--- config.mk ---
export PLATFORM = sky130hd
export DESIGN_NAME = spi_nor_flash_command_sequencer_top
export DESIGN_NICKNAME = d
export VERILOG_FILES = /design/src/rtl/core/snfcs_pkg.sv /design/src/rtl/core/spi_nor_flash_command_sequencer_top.sv /design/src/rtl/core/snfcs_front.sv /design/src/rtl/core/snfcs_queue.sv /design/src/rtl/core/snfcs_back.sv
export SDC_FILE = /design/constraint.sdc
export NUM_CORES = 1
export LEC_CHECK = 0
export BUFFER_PORTS_ARGS = -buffer_cell sky130_fd_sc_hd__buf_2
export CAP_MARGIN = 20
export CORE_MARGIN = 2
export CORE_UTILIZATION = 37
export CTS_CLUSTER_SIZE = 40
export DETAILED_ROUTE_END_ITERATION = 12
export PLACE_DENSITY = 0.62
export SYNTH_ARGS = -nofsm -noshare
export SYNTH_HDL_FRONTEND = slang
export SYNTH_SLANG_ARGS = --single-unit
--- constraint.sdc ---
create_clock -name clk -period 6.2 [get_ports clk]
set_clock_uncertainty 0.2 [all_clocks]
set_input_delay 0 -clock clk [delete_from_list [all_inputs] [get_ports clk]]
set_output_delay 0 -clock clk [all_outputs]
set_load 0.02 [all_outputs]
--- src/rtl/core/snfcs_pkg.sv ---
`default_nettype none
package snfcs_pkg;

  localparam int PageBytes  = 256;
  localparam int ReadMax    = 256;
  localparam int ScriptLen  = 8;
  localparam int StepIdxW   = $clog2(ScriptLen);
  localparam int LenW       = $clog2(ScriptLen + 1);

  localparam logic [7:0] OpFastRead = 8'h0B;
  localparam logic [7:0] OpWren     = 8'h06;
  localparam logic [7:0] OpVwren    = 8'h50;
  localparam logic [7:0] OpWrdi     = 8'h04;
  localparam logic [7:0] OpErase64  = 8'hD8;
  localparam logic [7:0] OpRdsr1    = 8'h05;
  localparam logic [7:0] DummyByte  = 8'h00;

  typedef enum logic [2:0] {
    ACT_STAT_READ  = 3'd0,
    ACT_STAT_WRITE = 3'd1,
    ACT_READ       = 3'd2,
    ACT_PROG_START = 3'd3,
    ACT_PROG_DATA  = 3'd4,
    ACT_ERASE      = 3'd5,
    ACT_WRITE_DIS  = 3'd6,
    ACT_RESPONSE   = 3'd7
  } action_t;

  typedef enum logic [2:0] {
    KIND_SEND   = 3'd0,
    KIND_RECV   = 3'd1,
    KIND_END    = 3'd2,
    KIND_DATA   = 3'd3,
    KIND_STATUS = 3'd4,
    KIND_DONE   = 3'd5,
    KIND_REJECT = 3'd6
  } kind_t;

  typedef enum logic [3:0] {
    PH_IDLE,
    PH_STAT,
    PH_READ,
    PH_PPOLL1,
    PH_PDATA,
    PH_PPOLL2,
    PH_EPOLL1,
    PH_EPOLL2,
    PH_EPOLL3
  } phase_t;

  typedef struct packed {
    action_t     action;
    logic [7:0]  command_byte;
    logic [23:0] address;
    logic [7:0]  data_byte;
    logic [8:0]  byte_count;
    logic        last;
  } req_t;

  typedef struct packed {
    kind_t      kind;
    logic [7:0] value;
    logic [8:0] count;
    logic       last_of_run;
  } rsp_t;

  typedef struct packed {
    kind_t      kind;
    logic [7:0] value;
  } step_t;

  // All results caused by one input transaction; count belongs to the receive step.
  typedef struct packed {
    step_t [ScriptLen-1:0] steps;
    logic [LenW-1:0]       len;
    logic [8:0]            count;
  } script_t;

  function automatic script_t add_step(script_t s, kind_t k, logic [7:0] v);
    script_t r;
    r = s;
    r.steps[s.len[StepIdxW-1:0]].kind  = k;
    r.steps[s.len[StepIdxW-1:0]].value = v;
    r.len = s.len + LenW'(1);
    return r;
  endfunction

  function automatic logic [7:0] read_status_op(logic [1:0] reg_num);
    logic [7:0] op;
    case (reg_num)
      2'd1:    op = 8'h05;
      2'd2:    op = 8'h35;
      default: op = 8'h15;
    endcase
    return op;
  endfunction

  function automatic logic [7:0] write_status_op(logic [1:0] reg_num);
    logic [7:0] op;
    case (reg_num)
      2'd1:    op = 8'h01;
      2'd2:    op = 8'h31;
      default: op = 8'h11;
    endcase
    return op;
  endfunction

endpackage
`default_nettype wire

--- src/rtl/core/spi_nor_flash_command_sequencer_top.sv ---
`default_nettype none
// SPI NOR flash command sequencer, byte level.
// The req channel takes host commands and the bytes that the flash returns
// (action 7). The rsp channel gives framed byte sends, receive requests,
// frame ends, read data, status values, done and rejects; last_of_run marks
// the final result caused by one req transaction.
// A req transaction is decoded in the cycle it is accepted: the sequencing
// state advances and all its results, one to eight, go into a two-entry
// queue. The back end drains the queue into an output register, one result
// per cycle while rsp_ready allows; each result is held in a queue entry
// and then in the output register. req_ready is high whenever the queue
// has room, so commands can arrive in consecutive cycles; the sustained
// rate is set by the output register at one result per cycle while
// rsp_ready is high. A stray flash response makes no result.
// While rsp_ready is low the current result holds, the queue fills, and
// req_ready drops once both queue entries are taken.
// Synchronous reset returns the sequencer to idle and empties the queue
// and the output register.
module spi_nor_flash_command_sequencer_top
  import snfcs_pkg::*;
(
  input  wire logic clk,
  input  wire logic rst,
  input  wire logic req_valid,
  output logic      req_ready,
  input  wire req_t req,
  output logic      rsp_valid,
  input  wire logic rsp_ready,
  output rsp_t      rsp
);

  logic    accept;
  logic    push;
  logic    pop;
  logic    full;
  logic    head_valid;
  script_t script;
  script_t head;

  assign req_ready = !full;
  assign accept    = req_valid && req_ready;

  snfcs_front u_front (
    .clk    (clk),
    .rst    (rst),
    .accept (accept),
    .req    (req),
    .push   (push),
    .script (script)
  );

  snfcs_queue u_queue (
    .clk        (clk),
    .rst        (rst),
    .push       (push),
    .push_data  (script),
    .pop        (pop),
    .full       (full),
    .head_valid (head_valid),
    .head       (head)
  );

  snfcs_back u_back (
    .clk        (clk),
    .rst        (rst),
    .head_valid (head_valid),
    .head       (head),
    .pop        (pop),
    .rsp_valid  (rsp_valid),
    .rsp_ready  (rsp_ready),
    .rsp        (rsp)
  );

endmodule
`default_nettype wire

--- src/rtl/core/snfcs_front.sv ---
`default_nettype none
module snfcs_front
  import snfcs_pkg::*;
(
  input  wire logic    clk,
  input  wire logic    rst,
  input  wire logic    accept,
  input  wire req_t    req,
  output logic         push,
  output script_t      script
);

  phase_t      phase, phase_next;
  logic [7:0]  pending_opcode, pending_opcode_next;
  logic [23:0] pending_address, pending_address_next;
  logic [8:0]  receive_remaining, receive_remaining_next;

  logic        reg_ok;
  logic        poll_phase;
  logic        busy_bit;
  logic [8:0]  read_len;
  logic [8:0]  data_total;
  logic [8:0]  read_left;

  always_comb begin
    reg_ok     = req.command_byte inside {[8'd1:8'd3]};
    poll_phase = phase inside {PH_PPOLL1, PH_PPOLL2, PH_EPOLL1, PH_EPOLL2, PH_EPOLL3};
    busy_bit   = req.data_byte[0];
    read_len   = (req.byte_count > 9'(ReadMax)) ? 9'(ReadMax) : req.byte_count;
    data_total = receive_remaining + 9'd1;
    read_left  = (receive_remaining != 9'd0) ? receive_remaining - 9'd1 : 9'd0;
  end

  // Next state and operation context.
  always_comb begin
    phase_next             = phase;
    pending_opcode_next    = pending_opcode;
    pending_address_next   = pending_address;
    receive_remaining_next = receive_remaining;
    if (accept) begin
      case (req.action)
        ACT_RESPONSE: begin
          if (phase == PH_STAT) begin
            phase_next = PH_IDLE;
          end else if (phase == PH_READ) begin
            receive_remaining_next = read_left;
            if (read_left == 9'd0) phase_next = PH_IDLE;
          end else if (poll_phase && !busy_bit) begin
            case (phase)
              PH_PPOLL1: begin
                phase_next             = PH_PDATA;
                receive_remaining_next = 9'd0;
              end
              PH_EPOLL1: phase_next = PH_EPOLL2;
              PH_EPOLL2: phase_next = PH_EPOLL3;
              default:   phase_next = PH_IDLE;
            endcase
          end
        end
        ACT_PROG_DATA: begin
          if (phase == PH_PDATA) begin
            receive_remaining_next = data_total;
            if (req.last || data_total >= 9'(PageBytes)) phase_next = PH_PPOLL2;
          end
        end
        default: begin
          if (phase == PH_IDLE) begin
            case (req.action)
              ACT_STAT_READ: begin
                if (reg_ok) phase_next = PH_STAT;
              end
              ACT_READ: begin
                if (read_len != 9'd0) begin
                  receive_remaining_next = read_len;
                  phase_next             = PH_READ;
                end
              end
              ACT_PROG_START: begin
                pending_opcode_next  = req.command_byte;
                pending_address_next = req.address;
                phase_next           = PH_PPOLL1;
              end
              ACT_ERASE: begin
                pending_address_next = req.address;
                phase_next           = PH_EPOLL1;
              end
              default: ;
            endcase
          end
        end
      endcase
    end
  end

  // Results of the transaction, built step by step.
  always_comb begin
    script = '0;
    if (accept) begin
      case (req.action)
        ACT_RESPONSE: begin
          if (phase == PH_STAT) begin
            script = add_step(script, KIND_END, 8'd0);
            script = add_step(script, KIND_STATUS, req.data_byte);
            script = add_step(script, KIND_DONE, 8'd0);
          end else if (phase == PH_READ) begin
            script = add_step(script, KIND_DATA, req.data_byte);
            if (read_left == 9'd0) begin
              script = add_step(script, KIND_END, 8'd0);
              script = add_step(script, KIND_DONE, 8'd0);
            end
          end else if (poll_phase) begin
            if (busy_bit) begin
              script       = add_step(script, KIND_RECV, 8'd0);
              script.count = 9'd1;
            end else begin
              script = add_step(script, KIND_END, 8'd0);
              case (phase)
                PH_PPOLL1: begin
                  script = add_step(script, KIND_SEND, OpWren);
                  script = add_step(script, KIND_END, 8'd0);
                  script = add_step(script, KIND_SEND, pending_opcode);
                  script = add_step(script, KIND_SEND, pending_address[23:16]);
                  script = add_step(script, KIND_SEND, pending_address[15:8]);
                  script = add_step(script, KIND_SEND, pending_address[7:0]);
                end
                PH_EPOLL1: begin
                  script       = add_step(script, KIND_SEND, OpWren);
                  script       = add_step(script, KIND_END, 8'd0);
                  script       = add_step(script, KIND_SEND, OpRdsr1);
                  script       = add_step(script, KIND_RECV, 8'd0);
                  script.count = 9'd1;
                end
                PH_EPOLL2: begin
                  script       = add_step(script, KIND_SEND, OpErase64);
                  script       = add_step(script, KIND_SEND, pending_address[23:16]);
                  script       = add_step(script, KIND_SEND, pending_address[15:8]);
                  script       = add_step(script, KIND_SEND, pending_address[7:0]);
                  script       = add_step(script, KIND_END, 8'd0);
                  script       = add_step(script, KIND_SEND, OpRdsr1);
                  script       = add_step(script, KIND_RECV, 8'd0);
                  script.count = 9'd1;
                end
                default: begin
                  script = add_step(script, KIND_DONE, 8'd0);
                end
              endcase
            end
          end
        end
        ACT_PROG_DATA: begin
          if (phase != PH_PDATA) begin
            script = add_step(script, KIND_REJECT, 8'd0);
          end else begin
            script = add_step(script, KIND_SEND, req.data_byte);
            if (req.last || data_total >= 9'(PageBytes)) begin
              script       = add_step(script, KIND_END, 8'd0);
              script       = add_step(script, KIND_SEND, OpRdsr1);
              script       = add_step(script, KIND_RECV, 8'd0);
              script.count = 9'd1;
            end
          end
        end
        default: begin
          if (phase != PH_IDLE) begin
            script = add_step(script, KIND_REJECT, 8'd0);
          end else begin
            case (req.action)
              ACT_STAT_READ: begin
                if (!reg_ok) begin
                  script = add_step(script, KIND_REJECT, 8'd0);
                end else begin
                  script = add_step(script, KIND_SEND,
                                    read_status_op(req.command_byte[1:0]));
                  script       = add_step(script, KIND_RECV, 8'd0);
                  script.count = 9'd1;
                end
              end
              ACT_STAT_WRITE: begin
                if (!reg_ok) begin
                  script = add_step(script, KIND_REJECT, 8'd0);
                end else begin
                  script = add_step(script, KIND_SEND, OpVwren);
                  script = add_step(script, KIND_END, 8'd0);
                  script = add_step(script, KIND_SEND,
                                    write_status_op(req.command_byte[1:0]));
                  script = add_step(script, KIND_SEND, req.data_byte);
                  script = add_step(script, KIND_END, 8'd0);
                  script = add_step(script, KIND_DONE, 8'd0);
                end
              end
              ACT_READ: begin
                script = add_step(script, KIND_SEND, req.command_byte);
                script = add_step(script, KIND_SEND, req.address[23:16]);
                script = add_step(script, KIND_SEND, req.address[15:8]);
                script = add_step(script, KIND_SEND, req.address[7:0]);
                if (req.command_byte == OpFastRead) begin
                  script = add_step(script, KIND_SEND, DummyByte);
                end
                if (read_len == 9'd0) begin
                  script = add_step(script, KIND_END, 8'd0);
                  script = add_step(script, KIND_DONE, 8'd0);
                end else begin
                  script       = add_step(script, KIND_RECV, 8'd0);
                  script.count = read_len;
                end
              end
              ACT_PROG_START, ACT_ERASE: begin
                script       = add_step(script, KIND_SEND, OpRdsr1);
                script       = add_step(script, KIND_RECV, 8'd0);
                script.count = 9'd1;
              end
              default: begin
                script = add_step(script, KIND_SEND, OpWrdi);
                script = add_step(script, KIND_END, 8'd0);
                script = add_step(script, KIND_DONE, 8'd0);
              end
            endcase
          end
        end
      endcase
    end
  end

  // A flash response that nothing waits for leaves an empty script behind.
  assign push = accept && (script.len != '0);

  always_ff @(posedge clk) begin
    if (rst) begin
      phase             <= PH_IDLE;
      pending_opcode    <= 8'd0;
      pending_address   <= 24'd0;
      receive_remaining <= 9'd0;
    end else begin
      phase             <= phase_next;
      pending_opcode    <= pending_opcode_next;
      pending_address   <= pending_address_next;
      receive_remaining <= receive_remaining_next;
    end
  end

endmodule
`default_nettype wire

--- src/rtl/core/snfcs_queue.sv ---
`default_nettype none
module snfcs_queue
  import snfcs_pkg::*;
(
  input  wire logic    clk,
  input  wire logic    rst,
  input  wire logic    push,
  input  wire script_t push_data,
  input  wire logic    pop,
  output logic         full,
  output logic         head_valid,
  output script_t      head
);

  script_t    entries [2];
  logic       wr_ptr;
  logic       rd_ptr;
  logic [1:0] fill;

  assign full       = (fill == 2'd2);
  assign head_valid = (fill != 2'd0);
  assign head       = entries[rd_ptr];

  always_ff @(posedge clk) begin
    if (push) entries[wr_ptr] <= push_data;
  end

  always_ff @(posedge clk) begin
    if (rst) begin
      wr_ptr <= 1'b0;
      rd_ptr <= 1'b0;
      fill   <= 2'd0;
    end else begin
      if (push) wr_ptr <= ~wr_ptr;
      if (pop)  rd_ptr <= ~rd_ptr;
      case ({push, pop})
        2'b10:   fill <= fill + 2'd1;
        2'b01:   fill <= fill - 2'd1;
        default: fill <= fill;
      endcase
    end
  end

endmodule
`default_nettype wire

--- src/rtl/core/snfcs_back.sv ---
`default_nettype none
module snfcs_back
  import snfcs_pkg::*;
(
  input  wire logic    clk,
  input  wire logic    rst,
  input  wire logic    head_valid,
  input  wire script_t head,
  output logic         pop,
  output logic         rsp_valid,
  input  wire logic    rsp_ready,
  output rsp_t         rsp
);

  logic [StepIdxW-1:0] idx;
  logic                load;
  logic                at_last;
  step_t               cur;

  assign cur     = head.steps[idx];
  assign at_last = (LenW'(idx) == head.len - LenW'(1));
  assign load    = head_valid && (!rsp_valid || rsp_ready);
  assign pop     = load && at_last;

  always_ff @(posedge clk) begin
    if (load) begin
      rsp.kind        <= cur.kind;
      rsp.value       <= cur.value;
      rsp.count       <= (cur.kind == KIND_RECV) ? head.count : 9'd0;
      rsp.last_of_run <= at_last;
    end
  end

  always_ff @(posedge clk) begin
    if (rst) begin
      rsp_valid <= 1'b0;
      idx       <= '0;
    end else begin
      if (load) begin
        rsp_valid <= 1'b1;
      end else if (rsp_ready) begin
        rsp_valid <= 1'b0;
      end
      if (load) idx <= at_last ? '0 : idx + StepIdxW'(1);
    end
  end

  a_idx_in_script: assert property (@(posedge clk) disable iff (rst)
    head_valid |-> (LenW'(idx) < head.len))
    else $error("step index runs past the end of the script");

  a_idx_reset_after_pop: assert property (@(posedge clk) disable iff (rst)
    pop |=> (idx == '0))
    else $error("step index not rewound after the script was retired");

  a_count_only_on_recv: assert property (@(posedge clk) disable iff (rst)
    (rsp_valid && rsp.kind != KIND_RECV) |-> (rsp.count == 9'd0))
    else $error("nonzero count on a result that is not a receive request");

  a_recv_count_nonzero: assert property (@(posedge clk) disable iff (rst)
    (rsp_valid && rsp.kind == KIND_RECV) |-> (rsp.count != 9'd0))
    else $error("receive request with zero count");

endmodule
`default_nettype wire
==> After elaboration in Yosys (flattened, before gate mapping) <==
Memories as Yosys holds them, arrays and structs flattened. A register that Yosys moved wholly into a read port is not among the register bits.
Cells that the tools add are included.
{ "totals": {"inputBits": 57, "ff_bits": 74, "mem_bits_rw": 202, "memories": 1, "word_cells": 170, "out_inout_bits": 23} }
{ "mem_list": {"columns": ["name", "words", "width", "rd", "rd_clocked_by_memory_dff", "wr", "line_no", "text"], "rows": [
  ["u_queue.entries", 2, 101, 1, 1, 1, "snfcs_queue.sv:15", "script_t entries [2];"]
]} }
{ "op_classes": {"add_sub_neg": 8, "n_eq_ne": 32, "n_mux": 69, "n_bitwise": 3, "n_reduce_logical": 35, "n_lt_le_gt_ge": 9} }
{ "op_table": {"columns": ["op", "count"], "rows": [
  ["101-bit two-way mux", 12],
  ["88-bit bitwise mux", 6],
  ["101-bit one-hot mux with 4 select lines", 1],
  ["99-bit one-hot mux with 3 select lines", 1],
  ["101-bit one-hot mux with 2 select lines", 1],
  ["11-bit demux with 3-bit select", 4],
  ["9-bit two-way mux", 10],
  ["79-bit two-way mux", 1],
  ["55-bit two-way mux", 1],
  ["46-bit two-way mux", 1],
  ["4-bit two-way mux", 9],
  ["11-bit binary-select mux with 3-bit select", 1],
  ["11-bit two-way mux", 3],
  ["33-bit two-way mux", 1],
  ["6-bit one-hot mux with 2 select lines", 2],
  ["9-bit zero test", 2],
  ["9-bit one-hot mux with 2 select lines", 1],
  ["9-bit nonzero test", 2],
  ["4-bit by 3-bit equality test with 1-bit output (second input constant)", 4],
  ["8-bit two-way mux", 2],
  ["4-bit one-hot mux with 4 select lines", 1],
  ["3-bit by 4-bit less-than comparator with 1-bit output (second input constant)", 3],
  ["4-bit by 3-bit != test with 1-bit output (second input constant)", 3],
  ["4-bit one-hot mux with 3 select lines", 1],
  ["46 further kinds", 83]
]} }

==> Logic depth before layout (Yosys ltp) <==
{ "logic_depth": {"depth_word": 23, "depth_mapped": 14, "depth_no_buf": 12} }

==> Modules after synthesis <==
A second synthesis with hierarchy kept.
{ "hier_totals": {"cells_unflattened": 1100, "area_unflattened_um2": 13665.6} }
{ "by_module_without_submodules": {"columns": ["mod", "n_inst", "cells_each", "area_per_inst_um2", "seq_area_each_um2"], "rows": [
  ["snfcs_queue", 1, 336, 7488.4, 6165.9],
  ["snfcs_front", 1, 663, 4535.6, 900.9],
  ["snfcs_back", 1, 99, 1631.6, 710.7],
  ["spi_nor_flash_command_sequencer_top", 1, 2, 10.0, 0.0]
]} }

==> Worst setup path before layout <==
Ideal clock, no wire load.
{ "synth_timing": {"kind": "reg2reg", "startpoint": "register u_front.receive_remaining[0]", "endpoint": "memory u_queue.entries[1][0] (netlist bit) (enable)", "setup_ps": 472, "path_buffers": 0, "path_stages_with_launch": 9, "period_less_slack_ps": 4908, "arrival_time_ps": 4236, "path_slack_ps": 1292, "cell_sequence": "dfxtp_1 > inv_1 > ha_1 > nor4b_1 > nand2_1 > a21oi_1 > nand2_1 > a32o_1 > a21oi_2"} }
{ "synth_between": {"elab_chain_len": 12, "word_cells_on_any_way": 18, "classes_between": "2 x add/sub; 1 x order compare; 10 x mux; 5 x reduce/logical"} }
{ "synth_lines": {"columns": ["element", "line_no", "text"], "rows": [
  ["start, declared", "snfcs_front.sv:16", "logic [8:0] receive_remaining, receive_remaining_next;"],
  ["start signal, assigned", "snfcs_front.sv:237", "receive_remaining <= receive_remaining_next;"],
  ["parallel branches: the longest is 6 deep, another holds 9-bit by 1-bit adder with 9-bit output", null, null],
  ["101-bit one-hot mux with 2 select lines *", "snfcs_front.sv:99", "case (req.action)"],
  ["101-bit two-way mux *", "snfcs_front.sv:98", "if (accept) begin"],
  ["4-bit nonzero test *", "snfcs_front.sv:225", "assign push = accept && (script.len != '0);"],
  ["1-bit logical AND *", "snfcs_front.sv:225", null],
  ["1-bit two-way mux *", "snfcs_queue.sv:25", "if (push) entries[wr_ptr] <= push_data;"],
  ["1-bit two-way mux (implied by the code) *", "snfcs_queue.sv:25", null],
  ["end, declared", "snfcs_queue.sv:15", null]
]} }
Every way passes the cells marked *.

==> Worst setup path in the final report <==
{ "layout_timing": {"startpoint": "register u_front.phase[2]", "endpoint": "memory u_queue.entries[0][74] (netlist bit) (enable)"} }
{ "layout_between": {"elab_chain_len": 12, "word_cells_on_any_way": 23, "classes_between": "8 x eq/ne; 11 x mux; 4 x reduce/logical"} }
{ "layout_lines": {"columns": ["element", "line_no", "text"], "rows": [
  ["start, declared", "snfcs_front.sv:13", "phase_t phase, phase_next;"],
  ["start signal, assigned", "snfcs_front.sv:234", "phase <= phase_next;"],
  ["4-bit by 3-bit equality test with 1-bit output or 4-bit by 2-bit equality test with 1-bit output (tied branches)", "snfcs_front.sv:27, snfcs_front.sv:117", null],
  ["99-bit one-hot mux with 3 select lines", "snfcs_front.sv:117", "case (phase)"],
  ["101-bit two-way mux", "snfcs_front.sv:112", "if (busy_bit) begin"],
  ["101-bit two-way mux", "snfcs_front.sv:111", "end else if (poll_phase) begin"],
  ["101-bit two-way mux", "snfcs_front.sv:105", "end else if (phase == PH_READ) begin"],
  ["101-bit two-way mux", "snfcs_front.sv:101", "if (phase == PH_STAT) begin"],
  ["101-bit one-hot mux with 2 select lines *", "snfcs_front.sv:99", null],
  ["101-bit two-way mux *", "snfcs_front.sv:98", null],
  ["4-bit nonzero test *", "snfcs_front.sv:225", null],
  ["1-bit logical AND *", "snfcs_front.sv:225", null],
  ["1-bit two-way mux *", "snfcs_queue.sv:25", null],
  ["1-bit two-way mux (implied by the code) *", "snfcs_queue.sv:25", null]
]} }
Mark *: on every way between the ends. The rest lies on a longest branch, timed or not.

==> results_dict.tcl <==
set metrics [dict create \
    cellPowerDensity_mw_per_mm2 348 \
    ys.flop_type "edfxtp_1" \
    start_util_pct 37.3 \
    root_buffer "clkbuf_16" \
    synth_top_cell_by_area "edfxtp_1" \
    max-cap-violations 0 \
    die-area_mm2 0.0330 \
    max_freq_mhz 238 \
    port-buffer-count 79 \
    cp_data_required_time_ns 6.20 \
    drt_iter0_drc 906 \
    rsz0062_at_grt "false" \
    dr.pass1.iters 8 \
    setup_viol 0 \
    crit_chain "nand2_1 > nor3b_2 > buf_4 > nor4b_4 > and2_1 > nor3_2 > and2_4 > nor2_4 > buf_4" \
    synthTopCellsByArea "edfxtp_1 (48%), dfxtp_1 (9.3%), mux4_2 (5.4%)" \
    power_frac_comb_pct 24.2 \
    syn-cell-area_mm2 0.0117 \
    routed_wl_um 32500 \
    nFillCells 2799 \
    synth_warnings 0 \
    yosys.area.top_type_share_pct 48.1 \
    ios 80 \
    drc 0 \
    synthTopCellsByCount "edfxtp_1 (187), nor2_1 (105), nand2_1 (94), a21oi_1 (79), dfxtp_1 (54)" \
    h-tree-depth 1 \
    worst_slew_pin_slew_ns 1.08 \
    syn-num-nets 1052 \
    dp_slack_ns 1.95 \
    critPathSlowestCell "dfxtp_1" \
    dp_hpwl_um 22200 \
    grt_max_degree 75 \
    grt_use_total_pct 19.6 \
    layout-drive-gt1-share_pct 17.2 \
    antenna_found_initial 0 \
    critPathCaptureType "register" \
    grt_pass1_vias 8300 \
    synth_edf_count 187 \
    syn-instance-count 985 \
    avgSynthCellArea_um2 11.9 \
    cp-start-kind "register" \
    tritoncts "yes" \
    seqPwrFrac_pct 46.5 \
    path_delay_family "simple AND/OR/NAND/NOR gates" \
    fin_nets 1194 \
    core-area_mm2 0.0313 \
    insertion_delay_ns 0.53 \
    critical_path_class "reg2reg" \
    yosysMostFrequentCell "edfxtp_1" \
    gp_congestion 0.981 \
    clockBufferDepth 3 \
    p_switching_w 0.00147 \
    sw_frac_of_total_pct 29.9 \
    grt_pass1_wl_um 50300 \
    cts_buffers 26 \
    ir_drop_uv 196 \
    p_int_w 0.00345 \
    ant_nets 0 \
    seq_area_frac_synth_pct 57.4 \
    wl_per_cell_um 21.0 \
    slew_violations 0 \
    power_frac_clock_pct 29.3 \
    period_minus_slack_ns 4.21 \
    clock-sinks 241 \
    rows 65 \
    cp_slowest_stage_delay_ns 0.76 \
    async_reset_ff_share_pct 0 \
    vias_per_cell 5.61 \
    timing.final.hold_violations 0 \
    die_w_um 182 \
    worst_slack_ns 1.99 \
    dr_total_vias 8692 \
    hp-class "in2reg" \
    synth_cell_types 87 \
    leakagePower_nw 4.83 \
    num_antenna_cells 0 \
    finalSetupTns_ns 0 \
    crit_top_cell "buf_4" \
    cp_max_fo 21 \
    die_height_um 182 \
    finalCritPeriodShare_pct 67.8 \
    overflow 0 \
    crit_arrival_ns 4.21 \
    clkTransAtPathRegs_ns 0.06 \
    area_delta_synth_final_pct 21.1 \
    ys_ff_latch 241 \
    cp_num_buf_inv 2 \
    outcome "finished clean" \
    relSlewSlack_pct 27.7 \
]
[final timing paths]
check                           cells after the start                           from                                to  slack [ns]
worst max register to register                      9  u_front.phase[2]$_SDFFE_PP0P_  u_queue.entries[0][74]$_DFFE_PP_        1.99
worst min-delay path                                4                        req[52]     u_front.phase[1]$_SDFFE_PP0P_        0.02
worst max-delay path                                9  u_front.phase[2]$_SDFFE_PP0P_  u_queue.entries[0][74]$_DFFE_PP_        1.99
worst min register to register                      2    u_queue.rd_ptr$_SDFFE_PP0P_       u_queue.rd_ptr$_SDFFE_PP0P_        0.32
[routing by layer]
metal / vias up / wire length (µm) / global-route usage (%)
met5: - / 0 / 0
met3: 74 / 2400 / 3.53
li1: 4007 / - / -
met2: 384 / 14800 / 30.6
met1: 4227 / 14400 / 28.2
met4: 0 / 847 / 5.37
[tightest hold or removal path: cells and delay by family]
| family | cells | cell delay, ns |
|---|---|---|
| compound gates | 1 | 0.26 |
| mux | 1 | 0.12 |
| buf+inv | 1 | 0.24 |
| simple gates | 1 | 0.08 |
[logic make-up after synthesis]
logic type | count (synthesis) | synth area share (%)
compound gates | 224 | 12.7
xor+xnor | 15 | 1.13
fa+ha+maj | 11 | 1.16
buf+inv | 83 | 3.14
flops | 241 | 57.4
mux | 80 | 9.92
simple gates | 331 | 14.6
[area by class of cell]
cell class | instances | area [µm²] | area share (%)
Inverter | 13 | 48.8 | 0.345
Multi-Input combinational cell | 661 | 4630 | 32.7
Tap cell | 402 | 503 | 3.56
Timing Repair Buffer | 184 | 1450 | 10.3
Clock buffer | 35 | 694 | 4.91
Clock inverter | 13 | 105 | 0.744
Sequential cell | 241 | 6700 | 47.4
[power by group through the flow]
stage	Combinational [W]	Clock, W	Sequential, W
final	0.00119	0.00144	0.00229
after global placement	0.00111	0	0.00234
after floorplan	0.000721	0	0.00238
after detailed placement	0.00112	0	0.00235
after CTS	0.00117	0.00147	0.00231
after global routing	0.00130	0.00154	0.00232
[metrics by stage]
stage / power, W / instances / instance area [µm²] / utilization [%] / hold WS (ns)
6_report: 0.00492 / 1549 / 14100 / 45.1 / 0.0183
5_1_grt: 0.00516 / 1549 / 14100 / 45.1 / 0.0758
3_3_place_gp: 0.00345 / 1410 / 12400 / 39.6 / 0.0586
3_5_place_dp: 0.00347 / 1410 / 12400 / 39.6 / 0.0725
4_1_cts: 0.00496 / 1548 / 14100 / 45.1 / 0.00136
2_1_floorplan: 0.00310 / 985 / 11700 / - / -0.0640
[repair_timing]
item | 4_1_cts | 5_1_grt
resized for setup | 0 | 0
hold buffers | 90 | 0
buffers inserted | 0 | 0
endpoints found under the hold margin | 137 | 0
[cells in the final DEF (no fill, tap or decap), types with 13 or more instances in the layout]
cell           netlist  final
edfxtp_1           187    187
nand2_1             94     94
mux4_2              28     28
nor3_1              14     14
and2_1              28     28
o21ai_0             29     29
dlygate4sd3_1        0     90
nor2_1             105    105
mux2i_1             50     50
a22oi_1             36     36
buf_2               16     79
dfxtp_1             54     53
clkbuf_16            0     26
inv_1               13     13
a21oi_1             79     79
[sequential cells by signal, indices dropped and copies added, names as in the netlist, named ones only]
name,flops
u_back.idx,3
u_back.rsp,21
u_back.rsp_valid,1
u_front.pending_address,24
u_front.pending_opcode,8
u_front.phase,4
u_front.receive_remaining,9
u_queue.entries,166
u_queue.fill,2
u_queue.rd_ptr,1
u_queue.wr_ptr,1
No activity file was read; power rests on OpenSTA's default activity.
